### config.mk
export PLATFORM = sky130hd
export DESIGN_NAME = sha256_byte_stream_hasher_unit_flat
export DESIGN_NICKNAME = d
export VERILOG_FILES = /design/src/hdl/sha256h_pkg.sv /design/src/hdl/sha256h_if.sv /design/src/hdl/sha256h_ctrl.sv /design/src/hdl/sha256h_dp.sv /design/src/hdl/sha256_byte_stream_hasher_unit.sv /design/src/flat_wrapper.sv
export VERILOG_INCLUDE_DIRS = /design/src /design/src/hdl
export SDC_FILE = /design/constraint.sdc
export NUM_CORES = 2
export LEC_CHECK = 0
export BUFFER_PORTS_ARGS = -buffer_cell sky130_fd_sc_hd__clkbuf_2
export CORE_MARGIN = 2
export CORE_UTILIZATION = 67
export CTS_BUF_LIST = sky130_fd_sc_hd__clkbuf_4 sky130_fd_sc_hd__clkbuf_8
export DETAILED_ROUTE_END_ITERATION = 10
export PLACE_DENSITY = 0.84
export SLEW_MARGIN = 15
export SYNTH_ARGS = -nofsm -noshare
export SYNTH_HDL_FRONTEND = slang
export SYNTH_SLANG_ARGS = --single-unit
export TNS_END_PERCENT = 50
### constraint.sdc
create_clock -name clock -period 35.2 [get_ports clock]
set_input_delay 7.04 -clock clock [delete_from_list [all_inputs] [get_ports clock]]
set_output_delay 7.04 -clock clock [all_outputs]
set_load 0.02 [all_outputs]
### src/hdl/assert_macros.svh
// Assertion helpers used by the RTL controller.
`ifndef ASSERT_MACROS_SVH
`define ASSERT_MACROS_SVH

// Same-cycle implication.
`define ASSERT_IMPLIES(lbl, clk, rst, ante, cons) \
   lbl: assert property (@(posedge clk) disable iff (rst) (ante) |-> (cons)) \
      else $error("assertion failed");

// Next-cycle implication.
`define ASSERT_NEXT(lbl, clk, rst, ante, cons) \
   lbl: assert property (@(posedge clk) disable iff (rst) (ante) |=> (cons)) \
      else $error("assertion failed");

`endif

### src/hdl/sha256h_pkg.sv
package sha256h_pkg;

   typedef enum logic [1:0] {
      SRC_DATA,
      SRC_MARK,
      SRC_ZERO,
      SRC_LEN
   } src_type;

   typedef struct packed {
      logic        push;
      src_type     src;
      logic        count;
      logic        round;
      logic [5:0]  round_idx;
      logic        add;
      logic        restart;
      logic [2:0]  word_idx;
   } cmd_type;

   typedef struct packed {
      logic [5:0] fill;
   } sts_type;

   localparam logic [5:0] FILL_LAST = 6'd63;
   localparam logic [5:0] LEN_START = 6'd56;
   localparam logic [7:0] PAD_MARK  = 8'h80;

   localparam logic [31:0] INIT_HASH [8] = '{
      32'h6a09e667, 32'hbb67ae85, 32'h3c6ef372, 32'ha54ff53a,
      32'h510e527f, 32'h9b05688c, 32'h1f83d9ab, 32'h5be0cd19
   };

   localparam logic [31:0] ROUND_K [64] = '{
      32'h428a2f98, 32'h71374491, 32'hb5c0fbcf, 32'he9b5dba5,
      32'h3956c25b, 32'h59f111f1, 32'h923f82a4, 32'hab1c5ed5,
      32'hd807aa98, 32'h12835b01, 32'h243185be, 32'h550c7dc3,
      32'h72be5d74, 32'h80deb1fe, 32'h9bdc06a7, 32'hc19bf174,
      32'he49b69c1, 32'hefbe4786, 32'h0fc19dc6, 32'h240ca1cc,
      32'h2de92c6f, 32'h4a7484aa, 32'h5cb0a9dc, 32'h76f988da,
      32'h983e5152, 32'ha831c66d, 32'hb00327c8, 32'hbf597fc7,
      32'hc6e00bf3, 32'hd5a79147, 32'h06ca6351, 32'h14292967,
      32'h27b70a85, 32'h2e1b2138, 32'h4d2c6dfc, 32'h53380d13,
      32'h650a7354, 32'h766a0abb, 32'h81c2c92e, 32'h92722c85,
      32'ha2bfe8a1, 32'ha81a664b, 32'hc24b8b70, 32'hc76c51a3,
      32'hd192e819, 32'hd6990624, 32'hf40e3585, 32'h106aa070,
      32'h19a4c116, 32'h1e376c08, 32'h2748774c, 32'h34b0bcb5,
      32'h391c0cb3, 32'h4ed8aa4a, 32'h5b9cca4f, 32'h682e6ff3,
      32'h748f82ee, 32'h78a5636f, 32'h84c87814, 32'h8cc70208,
      32'h90befffa, 32'ha4506ceb, 32'hbef9a3f7, 32'hc67178f2
   };

   function automatic logic [31:0] rotr(input logic [31:0] x, input int n);
      logic [63:0] d;
      d = {x, x} >> n;
      return d[31:0];
   endfunction

   function automatic logic [31:0] big_sigma0(input logic [31:0] x);
      return rotr(x, 2) ^ rotr(x, 13) ^ rotr(x, 22);
   endfunction

   function automatic logic [31:0] big_sigma1(input logic [31:0] x);
      return rotr(x, 6) ^ rotr(x, 11) ^ rotr(x, 25);
   endfunction

   function automatic logic [31:0] small_sigma0(input logic [31:0] x);
      return rotr(x, 7) ^ rotr(x, 18) ^ (x >> 3);
   endfunction

   function automatic logic [31:0] small_sigma1(input logic [31:0] x);
      return rotr(x, 17) ^ rotr(x, 19) ^ (x >> 10);
   endfunction

endpackage

### src/hdl/sha256h_if.sv
interface sha256h_req_if;
   logic       valid;
   logic       ready;
   logic       func;
   logic [7:0] data_byte;

   modport source (output valid, output func, output data_byte, input ready);
   modport sink (input valid, input func, input data_byte, output ready);
endinterface

interface sha256h_rsp_if;
   logic        valid;
   logic        ready;
   logic [31:0] digest_word;
   logic [2:0]  word_index;
   logic        last_word;

   modport source (output valid, output digest_word, output word_index,
                   output last_word, input ready);
   modport sink (input valid, input digest_word, input word_index,
                 input last_word, output ready);
endinterface

### src/hdl/sha256h_ctrl.sv
`include "assert_macros.svh"

module sha256h_ctrl (
   input  logic                 clock,
   input  logic                 reset,
   input  logic                 req_valid,
   input  logic                 req_func,
   output logic                 req_ready,
   output logic                 rsp_valid,
   input  logic                 rsp_ready,
   input  sha256h_pkg::sts_type sts,
   output sha256h_pkg::cmd_type cmd
);

   typedef enum logic [2:0] {S_IDLE, S_PAD, S_ROUND, S_ADD, S_EMIT} state_type;
   typedef enum logic [1:0] {P_NONE, P_MARK, P_ZERO, P_LEN} phase_type;

   state_type  state_ff, state_in;
   phase_type  phase_ff, phase_in;
   logic [5:0] round_ff, round_in;
   logic [2:0] idx_ff, idx_in;
   logic       valid_ff, valid_in;

   always_comb begin
      state_in      = state_ff;
      phase_in      = phase_ff;
      round_in      = round_ff;
      idx_in        = idx_ff;
      valid_in      = valid_ff;
      cmd           = '0;
      cmd.src       = sha256h_pkg::SRC_DATA;
      cmd.round_idx = round_ff;
      cmd.word_idx  = idx_ff;
      req_ready     = (state_ff == S_IDLE);
      case (state_ff)
         S_IDLE: begin
            if (req_valid) begin
               if (!req_func) begin
                  cmd.push  = 1'b1;
                  cmd.count = 1'b1;
                  if (sts.fill == sha256h_pkg::FILL_LAST) begin
                     state_in = S_ROUND;
                  end
               end else begin
                  phase_in = P_MARK;
                  state_in = S_PAD;
               end
            end
         end
         S_PAD: begin
            cmd.push = 1'b1;
            case (phase_ff)
               P_MARK: begin
                  cmd.src  = sha256h_pkg::SRC_MARK;
                  phase_in = P_ZERO;
               end
               P_ZERO: begin
                  // Zeros run until the length field's offset comes up.
                  if (sts.fill == sha256h_pkg::LEN_START) begin
                     cmd.src  = sha256h_pkg::SRC_LEN;
                     phase_in = P_LEN;
                  end else begin
                     cmd.src = sha256h_pkg::SRC_ZERO;
                  end
               end
               P_LEN: begin
                  cmd.src = sha256h_pkg::SRC_LEN;
               end
               default: begin
                  cmd.src = sha256h_pkg::SRC_ZERO;
               end
            endcase
            if (sts.fill == sha256h_pkg::FILL_LAST) begin
               state_in = S_ROUND;
            end
         end
         S_ROUND: begin
            cmd.round = 1'b1;
            round_in  = round_ff + 6'd1;
            if (round_ff == 6'd63) begin
               state_in = S_ADD;
            end
         end
         S_ADD: begin
            cmd.add = 1'b1;
            if (phase_ff == P_LEN) begin
               state_in = S_EMIT;
               valid_in = 1'b1;
               idx_in   = 3'd0;
            end else if (phase_ff != P_NONE) begin
               state_in = S_PAD;
            end else begin
               state_in = S_IDLE;
            end
         end
         S_EMIT: begin
            if (rsp_ready) begin
               idx_in = idx_ff + 3'd1;
               if (idx_ff == 3'd7) begin
                  cmd.restart = 1'b1;
                  valid_in    = 1'b0;
                  phase_in    = P_NONE;
                  state_in    = S_IDLE;
               end
            end
         end
         default: begin
            state_in = S_IDLE;
         end
      endcase
   end

   assign rsp_valid = valid_ff;

   always_ff @(posedge clock) begin
      if (reset) begin
         state_ff <= S_IDLE;
         phase_ff <= P_NONE;
         round_ff <= 6'd0;
         idx_ff   <= 3'd0;
         valid_ff <= 1'b0;
      end else begin
         state_ff <= state_in;
         phase_ff <= phase_in;
         round_ff <= round_in;
         idx_ff   <= idx_in;
         valid_ff <= valid_in;
      end
   end

   `ASSERT_NEXT(a_round_end, clock, reset, state_ff == S_ROUND && round_ff == 6'd63, state_ff == S_ADD)
   `ASSERT_NEXT(a_block_full, clock, reset, cmd.push && sts.fill == sha256h_pkg::FILL_LAST, state_ff == S_ROUND && round_ff == 6'd0)
   `ASSERT_NEXT(a_last_word, clock, reset, valid_ff && rsp_ready && idx_ff == 3'd7, !valid_ff && state_ff == S_IDLE)
   `ASSERT_IMPLIES(a_valid_emit, clock, reset, valid_ff, state_ff == S_EMIT)

endmodule

### src/hdl/sha256h_dp.sv
module sha256h_dp (
   input  logic                 clock,
   input  logic                 reset,
   input  logic [7:0]           data_byte,
   input  sha256h_pkg::cmd_type cmd,
   output sha256h_pkg::sts_type sts,
   output logic [31:0]          digest_word
);

   logic [511:0] sched_ff, sched_in;
   logic [31:0]  v_ff [8];
   logic [31:0]  v_in [8];
   logic [31:0]  hash_ff [8];
   logic [31:0]  hash_in [8];
   logic [5:0]   fill_ff, fill_in;
   logic [63:0]  total_ff, total_in;

   logic [7:0]   push_byte;
   logic [63:0]  len_bits;
   logic [31:0]  w_cur, w_new, t1, t2, ch, maj;

   // Schedule window: word 0 of the window sits in the top 32 bits.
   assign w_cur = sched_ff[511:480];
   assign w_new = sha256h_pkg::small_sigma1(sched_ff[63:32]) + sched_ff[223:192]
                + sha256h_pkg::small_sigma0(sched_ff[479:448]) + w_cur;

   assign ch  = (v_ff[4] & v_ff[5]) ^ (~v_ff[4] & v_ff[6]);
   assign maj = (v_ff[0] & v_ff[1]) ^ (v_ff[0] & v_ff[2]) ^ (v_ff[1] & v_ff[2]);
   assign t1  = v_ff[7] + sha256h_pkg::big_sigma1(v_ff[4]) + ch
              + sha256h_pkg::ROUND_K[cmd.round_idx] + w_cur;
   assign t2  = sha256h_pkg::big_sigma0(v_ff[0]) + maj;

   assign len_bits = {total_ff[60:0], 3'b000};

   always_comb begin
      case (cmd.src)
         sha256h_pkg::SRC_DATA: push_byte = data_byte;
         sha256h_pkg::SRC_MARK: push_byte = sha256h_pkg::PAD_MARK;
         sha256h_pkg::SRC_LEN:  push_byte = 8'(len_bits >> {3'd7 - fill_ff[2:0], 3'b000});
         default:               push_byte = 8'h00;
      endcase
   end

   always_comb begin
      sched_in = sched_ff;
      fill_in  = fill_ff;
      total_in = total_ff;
      v_in     = v_ff;
      hash_in  = hash_ff;
      if (cmd.push) begin
         sched_in = {sched_ff[503:0], push_byte};
         fill_in  = fill_ff + 6'd1;
         if (fill_ff == sha256h_pkg::FILL_LAST) begin
            v_in = hash_ff;
         end
      end
      if (cmd.count) begin
         total_in = total_ff + 64'd1;
      end
      if (cmd.round) begin
         sched_in = {sched_ff[479:0], w_new};
         v_in[7] = v_ff[6];
         v_in[6] = v_ff[5];
         v_in[5] = v_ff[4];
         v_in[4] = v_ff[3] + t1;
         v_in[3] = v_ff[2];
         v_in[2] = v_ff[1];
         v_in[1] = v_ff[0];
         v_in[0] = t1 + t2;
      end
      if (cmd.add) begin
         for (int i = 0; i < 8; i++) begin
            hash_in[i] = hash_ff[i] + v_ff[i];
         end
      end
      if (cmd.restart) begin
         hash_in  = sha256h_pkg::INIT_HASH;
         fill_in  = 6'd0;
         total_in = 64'd0;
      end
   end

   always_ff @(posedge clock) begin
      sched_ff <= sched_in;
      v_ff     <= v_in;
      if (reset) begin
         hash_ff  <= sha256h_pkg::INIT_HASH;
         fill_ff  <= 6'd0;
         total_ff <= 64'd0;
      end else begin
         hash_ff  <= hash_in;
         fill_ff  <= fill_in;
         total_ff <= total_in;
      end
   end

   assign sts.fill    = fill_ff;
   assign digest_word = hash_ff[cmd.word_idx];

endmodule

### src/hdl/sha256_byte_stream_hasher_unit.sv
// Channel  Direction  Payload                               Transfer when
// req_bus  in         func, data_byte                       valid && ready
// rsp_bus  out        digest_word, word_index, last_word    valid && ready
//
// A data byte is taken while the unit is idle; every 64th byte then starts the 64 compression
// rounds, one per cycle in the shared round unit, and the final hash update.
// A finish item feeds one pad byte per cycle (9 to 72 bytes), runs one or two
// compressions, then offers eight digest words, one per transfer.
// Reset is synchronous and active high; it loads the initial hash values and
// clears the fill and byte counts. The input is held off while a block is
// compressed, padded or its digest is waiting; a stalled output simply holds.
module sha256_byte_stream_hasher_unit (
   input logic            clock,
   input logic            reset,
   sha256h_req_if.sink    req_bus,
   sha256h_rsp_if.source  rsp_bus
);

   sha256h_pkg::cmd_type cmd;
   sha256h_pkg::sts_type sts;

   // The controller sequences byte intake, padding, rounds and digest output.
   sha256h_ctrl u_ctrl (
      .clock     (clock),
      .reset     (reset),
      .req_valid (req_bus.valid),
      .req_func  (req_bus.func),
      .req_ready (req_bus.ready),
      .rsp_valid (rsp_bus.valid),
      .rsp_ready (rsp_bus.ready),
      .sts       (sts),
      .cmd       (cmd)
   );

   // The datapath holds the block window, working variables and hash state.
   sha256h_dp u_dp (
      .clock       (clock),
      .reset       (reset),
      .data_byte   (req_bus.data_byte),
      .cmd         (cmd),
      .sts         (sts),
      .digest_word (rsp_bus.digest_word)
   );

   // Word position comes straight from the controller's output counter.
   assign rsp_bus.word_index = cmd.word_idx;
   assign rsp_bus.last_word  = (cmd.word_idx == 3'd7);

endmodule

### src/flat_wrapper.sv
// flat-port wrapper written by rule: the top's interface ports become plain ports
module sha256_byte_stream_hasher_unit_flat 
  (clock, reset, req_bus_valid, req_bus_func, req_bus_data_byte, req_bus_ready, rsp_bus_valid, rsp_bus_digest_word, rsp_bus_word_index, rsp_bus_last_word, rsp_bus_ready);
  sha256h_req_if req_bus_i ();
  sha256h_rsp_if rsp_bus_i ();
  input logic clock;
  input logic reset;
  input wire logic [$bits(req_bus_i.valid)-1:0] req_bus_valid;
  input wire logic [$bits(req_bus_i.func)-1:0] req_bus_func;
  input wire logic [$bits(req_bus_i.data_byte)-1:0] req_bus_data_byte;
  output wire logic [$bits(req_bus_i.ready)-1:0] req_bus_ready;
  output wire logic [$bits(rsp_bus_i.valid)-1:0] rsp_bus_valid;
  output wire logic [$bits(rsp_bus_i.digest_word)-1:0] rsp_bus_digest_word;
  output wire logic [$bits(rsp_bus_i.word_index)-1:0] rsp_bus_word_index;
  output wire logic [$bits(rsp_bus_i.last_word)-1:0] rsp_bus_last_word;
  input wire logic [$bits(rsp_bus_i.ready)-1:0] rsp_bus_ready;
  assign req_bus_i.valid = req_bus_valid;
  assign req_bus_i.func = req_bus_func;
  assign req_bus_i.data_byte = req_bus_data_byte;
  assign req_bus_ready = req_bus_i.ready;
  assign rsp_bus_valid = rsp_bus_i.valid;
  assign rsp_bus_digest_word = rsp_bus_i.digest_word;
  assign rsp_bus_word_index = rsp_bus_i.word_index;
  assign rsp_bus_last_word = rsp_bus_i.last_word;
  assign rsp_bus_i.ready = rsp_bus_ready;
  sha256_byte_stream_hasher_unit u_core (.clock(clock), .reset(reset), .req_bus(req_bus_i), .rsp_bus(rsp_bus_i));
endmodule
==> flow_summary_export.csv <==
group,metric,value,unit
clock_network,cts_max_path_buffers,3,
timing,clock_skew,0.0383,ns
yosys,syn_avg_cell_area,8.76,µm²
yosys,synth_cell_types,85,
yosys,synth-seq-area-share,0.398,
timing,period_share,0.307,
critical_path,cp-start-kind,"flop",
clock_network,post_cts_buffers,0,
clock_network,hold_buffers,0,
clock_network,cts_resized,0,
timing,final.min_clock_period,10.82,ns
critical_path,critPathBufInv,2,
detailed_routing,num_vias,63400,
clock_network,cts_tree,"built",
timing,slew-limit-headroom,0.118,
timing,setup-tns-final,0,ns
critical_path,worst_ep_required_time,28.16,ns
finish,final_common_cell,"nand2_1",
min_path,min_path_type,"reg -> reg",
critical_path,crit_path_end_kind,"primary output",
clock_network,cts_sinks,1106,
finish,layout_common_cells,"nand2_1, edfxtp_1, a21oi_1",
detailed_routing,post_drt_wl_per_cell,22.6,µm
detailed_routing,viasPerCell,6.32,
grt,grt-ovfl-total,0,
yosys,ys_warn_count,0,
place,hpwl,164000,µm
timing,slew_viol_final,0,
grt,antenna_found_initial,4,
clock_network,cts_inserted_buffers,188,
die,core,111000,µm²
critical_path,worst_path_largest_cell_delay,0.84,ns
finish,register_area,29800,µm²
grt,track_usage,0.386,
detailed_routing,wl_met3,21900,µm
grt,grt_start_max_net_pins,246,
detailed_routing,top_layer_used,"met5",
critical_path,slowest_stage,"dfxtp_4",
min_path,hp-start,"u_core.u_ctrl.rsp_valid$_SDFFE_PP0P_",
critical_path,rr_worst_depth,33,
timing,hold_viol_final,0,
place,place_congestion,1.01,
yosys,synth_nets,9176,
die,die_width,339,µm
clock_network,cts_root_buf,"clkbuf_8",
grt,grt_pass1_vias,61000,
clock_network,h-tree-depth,4,
yosys,netlist_instances,8563,
min_path,whs_path_depth,2,
finish,drive_gt1_frac,0.0709,
yosys,async_flop_share,0,
yosys,syn_area,75000,µm²
critical_path,crit_fanout,36,
detailed_routing,route.met2.wl,103000,µm
clock_network,path_clk_slew,0.06,ns
die,start_util,0.677,
run_status,status,"finished, final reports clean",
yosys,synth-edff-count,768,
finish,multi_input_area,41900,µm²
clock_network,insertion_delay,0.90,ns
timing,rsz0062_at_grt,"false",
die,die_area,115000,µm²
finish,nFillCells,8350,
timing,hold_slack,0.463,ns
place,portBuffers,50,
detailed_routing,drt-met1-wl,84600,µm
critical_path,crit_path_cell_trace,"buf_4 > mux4_2 > mux2_2 > clkbuf_2",
timing,tightest_slew,1.31,ns
finish,nNetsFinal,8992,
power_and_ir_drop,leakage,35.0,nW
critical_path,r2r_end,"u_core.u_dp.v_ff[255]$_DFFE_PP_",
die,dieHeight,339,µm
power_and_ir_drop,irDropWorstVdd,0.0320,mV
detailed_routing,dr.pass1.iters,6,
detailed_routing,final_antenna_net_count,0,
detailed_routing,wl,226000,µm
run,maxCapViolCount,0,
critical_path,path_class,"reg -> out",
min_path,hold_end,"u_core.u_ctrl.rsp_valid$_SDFFE_PP0P_",
finish,syn2layout_area_growth,6.63,%
yosys,ys_ff_latch,1106,
grt,grt_pass1_wl,344000,µm
power_and_ir_drop,p_per_area,47.0,nW/µm²
die,rows,122,
yosys,synth_ff_type,"edfxtp_1",
critical_path,r2r_slack,25.12,ns
die,pin_count,51,
critical_path,r2r_start,"u_core.u_ctrl.round_ff[0]$_SDFFE_PP0P_",
critical_path,path_delay_family,"multiplexers",
timing,max_freq,92.4,MHz
detailed_routing,drc_errors,0,
critical_path,critPathArrivalTime,3.78,ns
detailed_routing,dr.first_iter.drc_count,7301,
timing,setup_violations,0,
state kept, by name (all words and copies together) (netlist names):
signal                   cells
u_core.u_ctrl.state_ff       3
u_core.u_dp.sched_ff       512
u_core.u_dp.hash_ff        256
u_core.u_ctrl.idx_ff         3
u_core.u_ctrl.phase_ff       2
u_core.u_dp.v_ff           256
u_core.u_dp.sts              6
u_core.u_ctrl.round_ff       6
u_core.u_dp.total_ff        61
u_core.u_ctrl.rsp_valid      1
synthesized netlist by cell type, drive strengths merged, types with 15 or more instances:
master   number  area [µm²]
edfxtp      768       23100
a21oi       533        2670
a211oi       58         440
mux4         82        1850
o211ai       97         728
o21ai       484        2420
inv         403        1510
xor2        228        2000
o21bai       47         353
a21boi       23         173
or3          54         338
dfxtp       338        6770
nor2        339        1270
nor3         77         385
buf          36         149
ha          405        5070
o2111ai      15         131
nand2      2619        9830
o31ai        27         208
nand4        29         181
nor2b        55         344
o21a         39         293
mux2         46         518
a31oi        43         269
fa          195        3900
and3         49         307
nand3       107         536
clkbuf      448        1680
xnor2       392        3430
mux2i        43         430
nand2b       59         369
a21o        196        1470
and2         15        93.8
worst max path at each step:
stage / slack (ns) / depth (start not counted) / start / to
5_1_grt: 24.23 / 4 / u_core.u_ctrl.idx_ff[0]$_SDFFE_PP0P_ / rsp_bus_digest_word[9]
3_5_place_dp: 24.28 / 7 / req_bus_func / u_core.u_dp.sched_ff[389]$_DFFE_PP_
6_report: 24.38 / 4 / u_core.u_ctrl.idx_ff[0]$_SDFFE_PP0P_ / rsp_bus_digest_word[9]
2_1_floorplan: 8.65 / 5 / req_bus_func / u_core.u_dp.v_ff[0]$_DFFE_PP_
3_3_place_gp: 24.41 / 7 / req_bus_func / u_core.u_dp.sched_ff[357]$_DFFE_PP_
4_1_cts: 24.30 / 4 / u_core.u_ctrl.idx_ff[0]$_SDFFE_PP0P_ / rsp_bus_digest_word[9]
worst reg2reg max path: cells and delay by family, from the launching register on:
family	cells	cell delay, ns
buffers and inverters	5	1.13
AND/OR/NAND/NOR	5	0.91
AO/OA/AOI/OAI	15	4.65
flip-flops	1	0.31
XOR/XNOR	3	0.54
adder cells (fa/ha/maj)	5	2.25
where the power goes:
part           leakage (nW)  internal, mW  switching, mW
sequential             10.3          1.45         0.0529
clock                  2.17         0.691          0.579
combinational          22.6         0.392          0.595
total                  35.0          2.54           1.23
layer usage:
metal  track usage  vias to the layer above
met1         0.489                    30200
met3        0.0688                      757
met4         0.253                        6
met2         0.612                     3430
met5             0                        -
li1              -                    28900
layout make-up:
class,count,area share
antenna,1,0.0000313
sequential,1106,0.373
tap,1488,0.0233
clock buffer,283,0.0433
timing repair buffer,110,0.00938
inverter,405,0.0190
multi-input combinational,6568,0.524
clock inverter,71,0.00802
cells by family (layout without fill, tap and decap cells):
group | Yosys count | in the layout | share of synthesized area
compound gates | 1706 | 1706 | 0.140
xor+xnor | 620 | 620 | 0.0724
fa+ha+maj | 603 | 603 | 0.120
buf+inv | 889 | 869 | 0.0447
flops | 1106 | 1106 | 0.398
mux | 171 | 171 | 0.0373
other cells | 0 | 1 | 0
simple gates | 3468 | 3468 | 0.188
per-stage QoR:
stage                     instance area, µm²  cells  power, mW   util  worst slack [ns]
after floorplan                        75000   8563       2.25      -              8.65
after global placement                 75900   9677       2.47  0.685             24.41
after detailed placement               75900   9677       2.49  0.685             24.28
after CTS                              80000  10000       3.75  0.722             24.30
after global routing                   80000  10000       3.92  0.722             24.23
final                                  80000  10000       3.76  0.722             24.38
(Power assumes the default switching activity.)
